File: src/design/multichannel_boxcar_averager_core_macros.svh
// Assertion macros shared by the boxcar averager modules.
// Depends on nothing; included by the files that check their own logic.
`ifndef MULTICHANNEL_BOXCAR_AVERAGER_CORE_MACROS_SVH
`define MULTICHANNEL_BOXCAR_AVERAGER_CORE_MACROS_SVH

`ifndef SYNTHESIS
// Check at each rising edge, skipped while reset is high.
`define MBA_ASSERT(lbl, clk, rst, prop) \
  lbl: assert property (@(posedge clk) disable iff (rst) prop) \
    else $error("boxcar averager assertion failed");
// Check at each rising edge, reset cycles included.
`define MBA_ASSERT_ALWAYS(lbl, clk, prop) \
  lbl: assert property (@(posedge clk) prop) \
    else $error("boxcar averager reset assertion failed");
`else
`define MBA_ASSERT(lbl, clk, rst, prop)
`define MBA_ASSERT_ALWAYS(lbl, clk, prop)
`endif

`endif

File: src/design/mba_pkg.sv
// Package for the boxcar averager: sizes, operation codes and the
// controller/datapath command and status types. Depends on nothing.
package mba_pkg;

  localparam int WINDOW_LEN   = 16;
  localparam int SUM_SHIFT    = 4;
  localparam int CHANNELS     = 3;
  localparam int FRAME_FIELDS = 3;
  localparam int SAMPLE_W     = 12;
  localparam int CHAN_W       = 2;
  localparam int IDX_W        = $clog2(WINDOW_LEN);
  localparam int SUM_W        = SAMPLE_W + $clog2(WINDOW_LEN);
  localparam int AVG_MAX      = 4095;

  typedef logic [SAMPLE_W-1:0] sample_t;
  typedef sample_t [CHANNELS-1:0] row_t;

  typedef enum logic {
    OP_STORE = 1'b0,
    OP_QUERY = 1'b1
  } op_t;

  typedef struct packed {
    sample_t             motor_temp_sample;
    sample_t             amp_temp_a_sample;
    sample_t             amp_temp_b_sample;
    logic [CHAN_W-1:0]   query_channel;
  } frame_t;

  typedef struct packed {
    logic store_we;
    logic start;
    logic rd_en;
    logic load_out;
  } cmd_t;

  typedef struct packed {
    logic addr_last;
    logic out_busy;
  } stat_t;

endpackage

File: src/design/mba_req_if.sv
// Input channel of the boxcar averager: handshake plus one request item.
// Depends on mba_pkg for field widths.
interface mba_req_if;
  logic                       valid;
  logic                       ready;
  logic                       operation;
  mba_pkg::sample_t           motor_temp_sample;
  mba_pkg::sample_t           amp_temp_a_sample;
  mba_pkg::sample_t           amp_temp_b_sample;
  logic [mba_pkg::CHAN_W-1:0] query_channel;

  modport source (
    output valid, operation, motor_temp_sample, amp_temp_a_sample,
           amp_temp_b_sample, query_channel,
    input  ready
  );
  modport sink (
    input  valid, operation, motor_temp_sample, amp_temp_a_sample,
           amp_temp_b_sample, query_channel,
    output ready
  );
endinterface

File: src/design/mba_rsp_if.sv
// Output channel of the boxcar averager: handshake plus one average.
// Depends on mba_pkg for the field width.
interface mba_rsp_if;
  logic             valid;
  logic             ready;
  mba_pkg::sample_t average;

  modport source (output valid, average, input ready);
  modport sink (input valid, average, output ready);
endinterface

File: src/design/mba_ctrl.sv
// Sequencer of the boxcar averager: accepts requests and steps the window sweep.
// Depends on mba_pkg for the command and status types.
module mba_ctrl (
  input  logic           clk,
  input  logic           rst,
  input  logic           req_valid,
  input  logic           req_operation,
  output logic           req_ready,
  input  mba_pkg::stat_t stat,
  output mba_pkg::cmd_t  cmd
);

  typedef enum logic [3:0] {
    ST_IDLE   = 4'b0001,
    ST_SUM    = 4'b0010,
    ST_DRAIN  = 4'b0100,
    ST_FINISH = 4'b1000
  } state_t;

  state_t state;
  state_t state_next;
  logic   req_xfer;

  assign req_ready = (state == ST_IDLE) && !rst;
  assign req_xfer  = req_valid && req_ready;

  always_comb begin
    state_next   = state;
    cmd          = '0;
    unique case (state)
      ST_IDLE: begin
        if (req_xfer) begin
          if (req_operation == mba_pkg::OP_QUERY) begin
            cmd.start  = 1'b1;
            state_next = ST_SUM;
          end else begin
            cmd.store_we = 1'b1;
          end
        end
      end
      ST_SUM: begin
        cmd.rd_en = 1'b1;
        if (stat.addr_last) state_next = ST_DRAIN;
      end
      ST_DRAIN: begin
        state_next = ST_FINISH;
      end
      ST_FINISH: begin
        // hold the result until the output register is free
        if (!stat.out_busy) begin
          cmd.load_out = 1'b1;
          state_next   = ST_IDLE;
        end
      end
      default: state_next = ST_IDLE;
    endcase
  end

  always_ff @(posedge clk) begin
    if (rst) state <= ST_IDLE;
    else     state <= state_next;
  end

endmodule

File: src/design/mba_datapath.sv
// Datapath of the boxcar averager: sample ring memory, write index, sweep
// counter, accumulator and output register. Depends on mba_pkg and the macros.
`include "multichannel_boxcar_averager_core_macros.svh"

module mba_datapath (
  input  logic            clk,
  input  logic            rst,
  input  mba_pkg::frame_t frame,
  input  mba_pkg::cmd_t   cmd,
  output mba_pkg::stat_t  stat,
  mba_rsp_if.source       rsp
);

  mba_pkg::row_t                   mem [mba_pkg::WINDOW_LEN];
  logic [mba_pkg::WINDOW_LEN-1:0]  row_valid;
  logic [mba_pkg::IDX_W-1:0]       wr_idx;
  logic [mba_pkg::IDX_W-1:0]       rd_addr;
  mba_pkg::row_t                   rd_row;
  logic                            rd_ok;
  logic                            rd_vld;
  logic [mba_pkg::CHAN_W-1:0]      chan_q;
  logic [mba_pkg::SUM_W-1:0]       acc;
  logic                            out_valid;
  mba_pkg::sample_t                avg_q;

  mba_pkg::row_t                   wr_row;
  mba_pkg::sample_t                frame_fields [mba_pkg::FRAME_FIELDS];
  mba_pkg::sample_t                lane;
  logic                            chan_ok;
  logic [mba_pkg::SUM_W-1:0]       shifted;
  mba_pkg::sample_t                avg_next;

  assign frame_fields[0] = frame.motor_temp_sample;
  assign frame_fields[1] = frame.amp_temp_a_sample;
  assign frame_fields[2] = frame.amp_temp_b_sample;

  // channels without a frame field are written zero, which is their reset value
  for (genvar c = 0; c < mba_pkg::CHANNELS; c++) begin : g_lane
    if (c < mba_pkg::FRAME_FIELDS) begin : g_field
      assign wr_row[c] = frame_fields[c];
    end else begin : g_zero
      assign wr_row[c] = '0;
    end
  end

  always_ff @(posedge clk) begin
    if (cmd.store_we) mem[wr_idx] <= wr_row;
    if (cmd.rd_en)    rd_row <= mem[rd_addr];
  end

  always_ff @(posedge clk) begin
    if (rst) begin
      row_valid <= '0;
      wr_idx    <= '0;
      rd_addr   <= '0;
      rd_vld    <= 1'b0;
      out_valid <= 1'b0;
    end else begin
      rd_vld <= cmd.rd_en;
      if (cmd.store_we) begin
        row_valid[wr_idx] <= 1'b1;
        if (wr_idx == mba_pkg::IDX_W'(mba_pkg::WINDOW_LEN - 1)) wr_idx <= '0;
        else                                                   wr_idx <= wr_idx + 1'b1;
      end
      if (cmd.start) begin
        rd_addr <= '0;
      end else if (cmd.rd_en) begin
        if (stat.addr_last) rd_addr <= '0;
        else                rd_addr <= rd_addr + 1'b1;
      end
      if (cmd.load_out)            out_valid <= 1'b1;
      else if (out_valid && rsp.ready) out_valid <= 1'b0;
    end
  end

  always_ff @(posedge clk) begin
    if (cmd.rd_en) rd_ok <= row_valid[rd_addr];
    if (cmd.start) chan_q <= frame.query_channel;
    if (cmd.start)      acc <= '0;
    else if (rd_vld)    acc <= acc + mba_pkg::SUM_W'(lane);
    if (cmd.load_out)   avg_q <= avg_next;
  end

  assign chan_ok = int'(chan_q) < mba_pkg::CHANNELS;

  always_comb begin
    lane = '0;
    for (int c = 0; c < mba_pkg::CHANNELS; c++) begin
      if (int'(chan_q) == c) lane = rd_row[c];
    end
    if (!rd_ok) lane = '0;
  end

  always_comb begin
    shifted = acc >> mba_pkg::SUM_SHIFT;
    if (!chan_ok)
      avg_next = '0;
    else if (shifted > mba_pkg::SUM_W'(mba_pkg::AVG_MAX))
      avg_next = mba_pkg::SAMPLE_W'(mba_pkg::AVG_MAX);
    else
      avg_next = shifted[mba_pkg::SAMPLE_W-1:0];
  end

  assign stat.addr_last = rd_addr == mba_pkg::IDX_W'(mba_pkg::WINDOW_LEN - 1);
  assign stat.out_busy  = out_valid && !rsp.ready;

  assign rsp.valid   = out_valid;
  assign rsp.average = avg_q;

  `MBA_ASSERT(a_no_result_overwrite, clk, rst, cmd.load_out |-> !(out_valid && !rsp.ready))
  `MBA_ASSERT(a_no_store_in_sweep, clk, rst, cmd.store_we |-> !cmd.rd_en && !rd_vld)
  `MBA_ASSERT(a_sweep_ends, clk, rst, cmd.rd_en && stat.addr_last |=> rd_vld && !cmd.rd_en)
  `MBA_ASSERT_ALWAYS(a_reset_clears, clk, $past(rst) |-> row_valid == '0 && !out_valid)

endmodule

File: src/design/multichannel_boxcar_averager_core.sv
// Boxcar averager core: a store frame is written at its transfer and the next request may follow at once.
// A query sweeps the WINDOW_LEN rows of the sample memory, one row per cycle through its single
// read port, then waits in ST_FINISH until the output register is free and loads its average there;
// the next request is taken only after that, so a query is never overlapped by another request.
// Synchronous reset zeroes the write index, empties the output register and clears one valid
// bit per memory row; rows never written read as zero. No clearing pass is run.
module multichannel_boxcar_averager_core (
  input  logic      clk,
  input  logic      rst,
  mba_req_if.sink   req,
  mba_rsp_if.source rsp
);

  // Command and status between the sequencer and the datapath.
  mba_pkg::cmd_t   cmd;
  mba_pkg::stat_t  stat;
  mba_pkg::frame_t frame;
  logic            req_ready;

  // Pack the request payload; the datapath samples it only on the transfer cycle.
  assign frame.motor_temp_sample = req.motor_temp_sample;
  assign frame.amp_temp_a_sample = req.amp_temp_a_sample;
  assign frame.amp_temp_b_sample = req.amp_temp_b_sample;
  assign frame.query_channel     = req.query_channel;

  // Ready is high only while the sequencer idles: a store completes in its transfer
  // cycle, a query holds the channel until its average is in the output register.
  assign req.ready = req_ready;

  mba_ctrl u_ctrl (
    .clk           (clk),
    .rst           (rst),
    .req_valid     (req.valid),
    .req_operation (req.operation),
    .req_ready     (req_ready),
    .stat          (stat),
    .cmd           (cmd)
  );

  // The datapath owns the output register, so a finished average waits there
  // while the next request is taken.
  mba_datapath u_datapath (
    .clk   (clk),
    .rst   (rst),
    .frame (frame),
    .cmd   (cmd),
    .stat  (stat),
    .rsp   (rsp)
  );

endmodule

File: src/flat_wrapper.sv
// flat-port wrapper written by rule: the top's interface ports become plain ports
module multichannel_boxcar_averager_core_flat 
  (clk, rst, req_valid, req_operation, req_motor_temp_sample, req_amp_temp_a_sample, req_amp_temp_b_sample, req_query_channel, req_ready, rsp_valid, rsp_average, rsp_ready);
  mba_req_if req_i ();
  mba_rsp_if rsp_i ();
  input  logic clk;
  input  logic rst;
  input wire logic [$bits(req_i.valid)-1:0] req_valid;
  input wire logic [$bits(req_i.operation)-1:0] req_operation;
  input wire logic [$bits(req_i.motor_temp_sample)-1:0] req_motor_temp_sample;
  input wire logic [$bits(req_i.amp_temp_a_sample)-1:0] req_amp_temp_a_sample;
  input wire logic [$bits(req_i.amp_temp_b_sample)-1:0] req_amp_temp_b_sample;
  input wire logic [$bits(req_i.query_channel)-1:0] req_query_channel;
  output wire logic [$bits(req_i.ready)-1:0] req_ready;
  output wire logic [$bits(rsp_i.valid)-1:0] rsp_valid;
  output wire logic [$bits(rsp_i.average)-1:0] rsp_average;
  input wire logic [$bits(rsp_i.ready)-1:0] rsp_ready;
  assign req_i.valid = req_valid;
  assign req_i.operation = req_operation;
  assign req_i.motor_temp_sample = req_motor_temp_sample;
  assign req_i.amp_temp_a_sample = req_amp_temp_a_sample;
  assign req_i.amp_temp_b_sample = req_amp_temp_b_sample;
  assign req_i.query_channel = req_query_channel;
  assign req_ready = req_i.ready;
  assign rsp_valid = rsp_i.valid;
  assign rsp_average = rsp_i.average;
  assign rsp_i.ready = rsp_ready;
  multichannel_boxcar_averager_core u_core (.clk(clk), .rst(rst), .req(req_i), .rsp(rsp_i));
endmodule
File: config.mk
export PLATFORM = sky130hd
export DESIGN_NAME = multichannel_boxcar_averager_core_flat
export DESIGN_NICKNAME = d
export VERILOG_FILES = /design/src/design/mba_pkg.sv /design/src/design/mba_req_if.sv /design/src/design/mba_rsp_if.sv /design/src/design/mba_ctrl.sv /design/src/design/mba_datapath.sv /design/src/design/multichannel_boxcar_averager_core.sv /design/src/flat_wrapper.sv
export VERILOG_INCLUDE_DIRS = /design/src /design/src/design
export SDC_FILE = /design/constraint.sdc
export NUM_CORES = 1
export LEC_CHECK = 0
export BUFFER_PORTS_ARGS = -buffer_cell sky130_fd_sc_hd__buf_4
export CAP_MARGIN = 20
export CORE_ASPECT_RATIO = 0.75
export CORE_MARGIN = 3
export CORE_UTILIZATION = 65
export DETAILED_ROUTE_END_ITERATION = 16
export PLACE_DENSITY = 0.87
export REMOVE_ABC_BUFFERS = 1
export SLEW_MARGIN = 20
export SYNTH_ARGS = -nofsm -noshare
export SYNTH_HDL_FRONTEND = slang
export SYNTH_SLANG_ARGS = --single-unit
File: constraint.sdc
create_clock -name clk -period 6.5 [get_ports clk]
set_clock_uncertainty 0.05 [all_clocks]
set_input_delay 0.65 -clock clk [delete_from_list [all_inputs] [get_ports clk]]
set_output_delay 0.65 -clock clk [all_outputs]
set_load 0.01 [all_outputs]
==> results of run 1 <==
metrics by stage:
| stage | instance area [um2] | TNS (ns) | hold WS (ns) | utilization, % |
|---|---|---|---|---|
| finish | 29220 | 0 | 0.2066 | 73.41 |
| global route | 29220 | 0 | 0.1855 | 73.41 |
| CTS | 29220 | 0 | 0.1778 | 73.41 |
| detailed placement | 27440 | 0 | 0.4002 | 68.94 |
| global placement | 27440 | 0 | 0.3947 | 68.94 |
| floorplan | 26040 | -50.17 | 0.3815 | - |
layout make-up:
class,count,area [um2],area share [%]
well taps,520,650.6,2.226
inverters,6,22.52,0.07707
repair buffers,80,625.6,2.141
multi-input cells,588,6384,21.84
clock inverters,38,215.2,0.7364
clock buffers,71,1564,5.352
flip-flops and latches,673,19760,67.62
cells in the mapped netlist (2+ instances only):
master / instances
xor2_1: 3
and2_1: 25
and4_1: 2
o31ai_1: 2
mux4_2: 148
nor3_1: 10
buf_4: 4
dfxtp_1: 46
ha_1: 17
nand2b_1: 9
or3_1: 2
and3_1: 3
a21oi_1: 67
nor4_1: 2
clkbuf_1: 44
xnor2_1: 5
buf_2: 23
a31oi_1: 7
nand3_1: 12
nor2_1: 44
a211oi_1: 40
nand4_1: 2
nand2_1: 35
o22ai_1: 3
edfxtp_1: 627
inv_1: 5
o211ai_1: 2
nor2b_1: 41
a21boi_0: 2
o21ai_0: 20
and2_2: 2
mux2i_1: 62
a21o_1: 4
nor3b_1: 2
power groups by stage:
stage	sequential [uW]	clock [uW]	combinational (uW)
2_1_floorplan	4850	0	61.9
3_3_place_gp	4840	0	145
3_5_place_dp	4840	0	154
4_1_cts	4750	3310	156
5_1_grt	4750	3480	172
6_report	4750	3260	157
critical path: stages, from the launching register on:
cell	delay [ns]
edfxtp_1	0.88
nor2b_1	0.39
nand2_1	0.15
o21ai_0	0.09
and2_1	0.19
ha_1	0.21
fa_1	0.44
a21o_1	0.22
a22o_1	0.20
o41ai_2	0.51
xor2_1	0.15
a211oi_1	0.28
kinds of logic after synthesis:
| logic type | Yosys count |
|---|---|
| AND/OR/NAND/NOR | 197 |
| buffers and inverters | 79 |
| XOR/XNOR | 8 |
| flip-flops | 673 |
| AO/OA/AOI/OAI | 154 |
| adder cells (fa/ha/maj) | 18 |
| multiplexers | 211 |
how the worst min path moves through the flow:
stage | start | to | cells past startpoint | slack, ns
after global placement | u_core.u_datapath.row_valid[1]$_SDFFE_PP0P_ | u_core.u_datapath.row_valid[1]$_SDFFE_PP0P_ | 2 | 0.39
after CTS | req_query_channel[0] | u_core.u_datapath.chan_q[0]$_DFFE_PP_ | 1 | 0.18
after floorplan | u_core.u_datapath.row_valid[10]$_SDFFE_PP0P_ | u_core.u_datapath.row_valid[10]$_SDFFE_PP0P_ | 2 | 0.38
after global routing | req_query_channel[0] | u_core.u_datapath.chan_q[0]$_DFFE_PP_ | 1 | 0.19
final | req_query_channel[1] | u_core.u_datapath.chan_q[1]$_DFFE_PP_ | 1 | 0.21
after detailed placement | u_core.u_datapath.row_valid[15]$_SDFFE_PP0P_ | u_core.u_datapath.row_valid[15]$_SDFFE_PP0P_ | 2 | 0.40
registers in the layout, summed over array words and instances (netlist names):
name,cells
u_core.u_datapath.rd_addr,4
u_core.u_datapath.rd_row,36
u_core.u_datapath.rsp.average,12
u_core.u_datapath.rsp.valid,1
u_core.u_ctrl.state,4
u_core.u_datapath.rd_vld,1
u_core.u_datapath.chan_q,2
u_core.u_datapath.wr_idx,4
u_core.u_datapath.row_valid,16
u_core.u_datapath.mem,576
u_core.u_datapath.acc,16
u_core.u_datapath.rd_ok,1
routing by layer:
metal | up-vias | track usage, % | part of all wire, %
met5 | - | 0.8979 | 0.13
met4 | 6 | 8.001 | 2.6
met3 | 125 | 8.109 | 11
met2 | 737 | 41.61 | 48
met1 | 6902 | 39.00 | 39
li1 | 5584 | - | -
cell usage in the layout, fill, tap and decap left out, drive strengths merged, types with 4 or more instances in the layout:
master  Yosys  final
a211oi     40     40
nor2       44     44
mux2i      62     62
clkbuf     44     71
a21o        4      4
ha         17     17
nor3       11     11
nor2b      41     41
mux4      148    148
a31oi       7      7
nand2      35     35
xnor2       5      5
dfxtp      46     46
edfxtp    627    627
clkinv      0     33
nand2b      9      9
nand3      12     12
and2       27     27
buf        29     80
o21ai      20     20
inv         6      8
a21oi      67     67
==> summary.txt, run 1 <==
Placed design
  – Placed Cells: 1,867
  – GPL Wtd Cong: 0.8693
  – PortBufs: 56
  – Pre-CTS setup slack: 2.828 ns
  – DP HPWL: 29.57 mm

Cells and area
  – NumNets Final: 1,469
  – P&R area growth vs syn: 10.84%
  – Layout Cells excl Fill: 1,976
  – # fillers: 2,197
  – Diode count: 0
  – Layout cells sized above 1: 23.01%

Setup path
  – CP max FO: 15
  – Crit path to: u_core.u_datapath.acc[10]$_SDFFE_PP0P_
  – CP Capture Type: register
  – WP data arrival: 4.31 ns
  – Reg2reg end: u_core.u_datapath.acc[10]$_SDFFE_PP0P_
  – Req. time, crit path: 6.98 ns
  – R2R cell count: 11
  – R2R Setup Slk: 2.67 ns
  – CP startpoint kind: register
  – FF-to-FF Start: u_core.u_datapath.chan_q[0]$_DFFE_PP_
  – Kind of critical path: register to register
  – CP startpoint: u_core.u_datapath.chan_q[0]$_DFFE_PP_

Synthesis
  – Seq cells post-synth: 673
  – Unique masters post-synth: 52
  – Complex-gate fraction of the synthesized area: 3.578%
  – Post-synthesis adder-cell area fraction: 0.8827%
  – Post-Synth Simple-Gate Area: 4.006%
  – Ys Warns: 0
  – Cell taking the most area after synthesis: edfxtp_1
  – Combinational family with the most area after synthesis: multiplexers
  – Xor/xnor share of the synthesized area: 0.2658%
  – Ranking of synthesized cells by area: edfxtp_1, mux4_2, dfxtp_1
  – Synth Flop Type: edfxtp_1
  – Post-synth EDFFs: 627
  – Mux cell area share after synthesis: 15.04%
  – Mapped cell area: 26,360 um2
  – Async set or reset register ratio after synthesis: 0%
  – Syn Area/Cell: 19.67 um2
  – Cell count after synthesis: 1,340
  – Post-synthesis sequential area ratio: 74.91%
  – Synth top area share: 71.42%

CTS
  – H-Tree Depth: 2
  – Bufs on Longest Clock Path: 3
  – Cells resized by post-CTS repair: 0
  – Cts bufs inserted: 59
  – CTS tree: yes
  – CTS Hold Bufs: 0
  – Clk sinks: 673
  – Clock Root Buffer: clkbuf_16
  – Clock-pin slew on the worst setup and hold paths: 0.07 ns
  – Clock Latency Late Sink: 0.62 ns
  – Setup bufs post-CTS: 0

Die
  – Core area: 39,810 um2
  – Die X: 238.6 um
  – Die height: 180.4 um
  – Io pins: 57
  – Die ar.: 43,040 um2
  – Starting Density: 66.23%
  – Rows: 63

Pwr
  – Logic pwr share: 1.9%
  – Clock power share: 39.9%
  – Worst VDD drop: 0.2715 mV
  – Total power: 8168 uW
  – Seq pwr share: 58.2%
  – PwrDens: 279.5 nW/um2
  – Static leakage: 0.009062 uW
  – Sw frac: 19.88%
  – P_int: 6544 uW
  – Psw: 1624 uW

Timing
  – RSZ-0062 raised after global routing: false
  – Least-Margin Pin Slew: 1.154 ns
  – Final Hold Violating Endpoints: 0
  – Max Slew Vio Count: 0
  – Final period utilization: 58.96%
  – Setup ws final: 2.668 ns
  – Minimum clock period: 3.832 ns
  – F_max: 260.9 MHz
  – # setup viols final: 0
  – Slew headroom: 23.07%

GRT
  – Vias in the first global route: 13,650
  – Antenna violations before repair: 2
  – GRT Overall Usage: 27.21%
  – Largest net degree at the start of global routing: 97
  – Global route overflow: 0
  – Global-route wire length before repair: 86.12 mm

Drt
  – Total routed wirelength: 57.01 mm
  – DRT iter0 DRCs: 1,566
  – Drc violations: 0
  – Pre-Repair DR Iteration Count: 5
  – ANT nets after route: 0
  – Vias: 13,350
  – Routed WL per cell: 28.85 um
  – DR vias/cell: 6.758

Outcome
  – Status: finished clean

Worst hold path
  – Tightest Hold Check Type: primary input to register

Run
  – Max-cap violations: 0
Note: power is estimated with default switching activity, not from simulation.
==> run 2: changes to the inputs <==
--- a/config.mk
+++ b/config.mk
@@ -10,9 +10,9 @@
 export CAP_MARGIN = 20
 export CORE_ASPECT_RATIO = 0.75
 export CORE_MARGIN = 3
-export CORE_UTILIZATION = 65
+export CORE_UTILIZATION = 56
 export DETAILED_ROUTE_END_ITERATION = 16
-export PLACE_DENSITY = 0.87
+export PLACE_DENSITY = 0.8
 export REMOVE_ABC_BUFFERS = 1
 export SLEW_MARGIN = 20
 export SYNTH_ARGS = -nofsm -noshare
==> constraint.sdc (replaced) <==
create_clock -name clk -period 3.4 [get_ports clk]
set_clock_uncertainty 0.05 [all_clocks]
set_input_delay 0.34 -clock clk [delete_from_list [all_inputs] [get_ports clk]]
set_output_delay 0.34 -clock clk [all_outputs]
set_load 0.01 [all_outputs]
==> run 2 against run 1 <==
Critical path depth shrank 1. Clock power grew 120%. Final cell count grew 8.9%. Sequential power grew 91%. Sequential share of layout area shrank 2.7 points. Non-clock buffer count grew 67. Flip-flop and latch count is the same. Maximum frequency grew 24%. Clock-buffer cell count shrank 2. Die area grew 16%. Largest cell class unchanged. Largest power group unchanged.
==> summary.txt, run 2 (synthesized netlist as in run 1, its figures left out) <==
Pwr
  – Worst VDD drop: 0.4767 mV
  – PwrDens: 545.0 nW/um2
  – Static leakage: 0.009541 uW

Run
  – Max-cap violations: 0

Timing
  – Max Slew Vio Count: 0
  – Final period utilization: 90.54%
  – Least-Margin Pin Slew: 1.027 ns
  – Final Hold Violating Endpoints: 0
  – Minimum clock period: 3.078 ns
  – F_max: 324.9 MHz
  – Slew headroom: 31.42%
  – Worst hold slack: 0.04310 ns
  – # setup viols final: 0
  – RSZ-0062 raised after global routing: false

Setup path
  – CP startpoint kind: register
  – WP data arrival: 3.54 ns
  – Cell family with most CP delay: compound AO/OA/AOI/OAI gates
  – CP max stage delay: 0.60 ns
  – Buf/Inv on CP: 1
  – CP max stage cell: o21ai_0
  – R2R Setup Slk: 0.32 ns
  – Req. time, crit path: 3.86 ns
  – Kind of critical path: register to register
  – CP most frequent cell: o21ai_0
  – CP Capture Type: register
  – Crit-path cells: buf_4, mux2i_1, o21ai_0, and2_1, ha_1, a21o_1, a31o_2, o21ai_0, a21boi_0, o31ai_1
  – CP max FO: 13

CTS
  – H-Tree Depth: 2
  – CTS tree: yes
  – Clock Root Buffer: clkbuf_16
  – Clk sinks: 673
  – Clock-pin slew on the worst setup and hold paths: 0.07 ns
  – Cells resized by post-CTS repair: 0
  – Cts bufs inserted: 58
  – Clock Latency Late Sink: 0.62 ns
  – Bufs on Longest Clock Path: 3

Cells and area
  – P&R area growth vs syn: 15.54%
  – Most common cell after layout, fill and taps aside: edfxtp_1
  – Layout cells sized above 1: 24.72%
  – Top reg by flops: u_core.u_datapath.mem
  – Multi-input logic area: 6384 um2
  – Layout Cells excl Fill: 2,152
  – # fillers: 2,999
  – Sequential Area: 19,760 um2
  – Max reg flops: 576
  – NumNets Final: 1,535
  – Commonest cells after routing, fill and taps aside: edfxtp_1, mux4_2, buf_4, a21oi_1, mux2i_1
  – Top flop regs: u_core.u_datapath.mem x576, u_core.u_datapath.rd_row x36

Worst hold path
  – Tightest Hold Check Type: primary input to register

Drt
  – DR vias/cell: 6.271
  – Vias: 13,500
  – ANT nets after route: 0
  – Pre-Repair DR Iteration Count: 5
  – Routed WL per cell: 27.22 um
  – DRT iter0 DRCs: 1,476
  – Total routed wirelength: 58.58 mm
  – Drc violations: 0

Outcome
  – Status: finished clean

GRT
  – Global-route wire length before repair: 88.88 mm
  – Vias in the first global route: 13,960
  – Global route overflow: 0
  – Largest net degree at the start of global routing: 61
  – GRT Overall Usage: 23.95%
  – Antenna violations before repair: 4

Die
  – Io pins: 57
  – Die height: 193.9 um
  – Core area: 46,280 um2
  – Rows: 68
  – Starting Density: 56.96%
  – Die ar.: 49,740 um2
  – Die X: 256.5 um

Placed design
  – Placed Cells: 2,006
  – GPL Wtd Cong: 0.8426
  – PortBufs: 56
  – DP HPWL: 32.79 mm
## run 2: layout make-up
cell class | count | area share, %
multi-input combinational | 588 | 20.96
clock inverter | 38 | 1.848
sequential | 673 | 64.88
antenna | 1 | 0.008215
timing repair buffer | 147 | 4.674
clock buffer | 69 | 4.970
tap | 630 | 2.588
inverter | 6 | 0.07393
## run 2: repair_timing
action,in CTS,in global routing
hold endpoints to repair,563,0
buffers inserted,0,0
hold buffers,38,0
## run 2: through the flow
| step | area (um2) | TNS, ns | setup WS [ns] | total power, uW | util (%) |
|---|---|---|---|---|---|
| after floorplan | 26040 | -432.52 | -4.331 | 9382 | - |
| after global placement | 28000 | 0 | 0.4568 | 9546 | 60.50 |
| after detailed placement | 28000 | 0 | 0.4257 | 9563 | 60.50 |
| after CTS | 30460 | 0 | 0.4271 | 16710 | 65.81 |
| after global routing | 30460 | 0 | 0.1341 | 17050 | 65.81 |
| final | 30460 | 0 | 0.3218 | 16600 | 65.81 |
## run 2: power breakdown
part / internal, uW / switching (uW) / leakage, uW
registers: 9060 / 16.9 / 0.00602
logic: 138 / 212 / 0.00252
clock network: 4250 / 2930 / 0.00100
total: 13400 / 3150 / 0.00954
## run 2: worst paths after layout
check,to,depth (start not counted),startpoint
max,u_core.u_datapath.acc[9]$_SDFFE_PP0P_,10,u_core.u_datapath.chan_q[0]$_DFFE_PP_
min,u_core.u_datapath.mem[6][21]$_DFFE_PP_,1,req_amp_temp_a_sample[9]
max reg2reg,u_core.u_datapath.acc[9]$_SDFFE_PP0P_,10,u_core.u_datapath.chan_q[0]$_DFFE_PP_
min reg2reg,u_core.u_datapath.row_valid[4]$_SDFFE_PP0P_,2,u_core.u_datapath.row_valid[4]$_SDFFE_PP0P_
## run 2: layer usage
metal  vias to the layer above  track usage (%)  part of all wire (%)  wire length (um)
li1                       5733                -                     -                 -
met1                      7019            34.85                    41             24140
met2                       640            36.77                    47             27730
met3                       102            5.954                   9.1              5356
met4                         2            6.798                   2.3              1342
met5                         -                0                 0.029                17
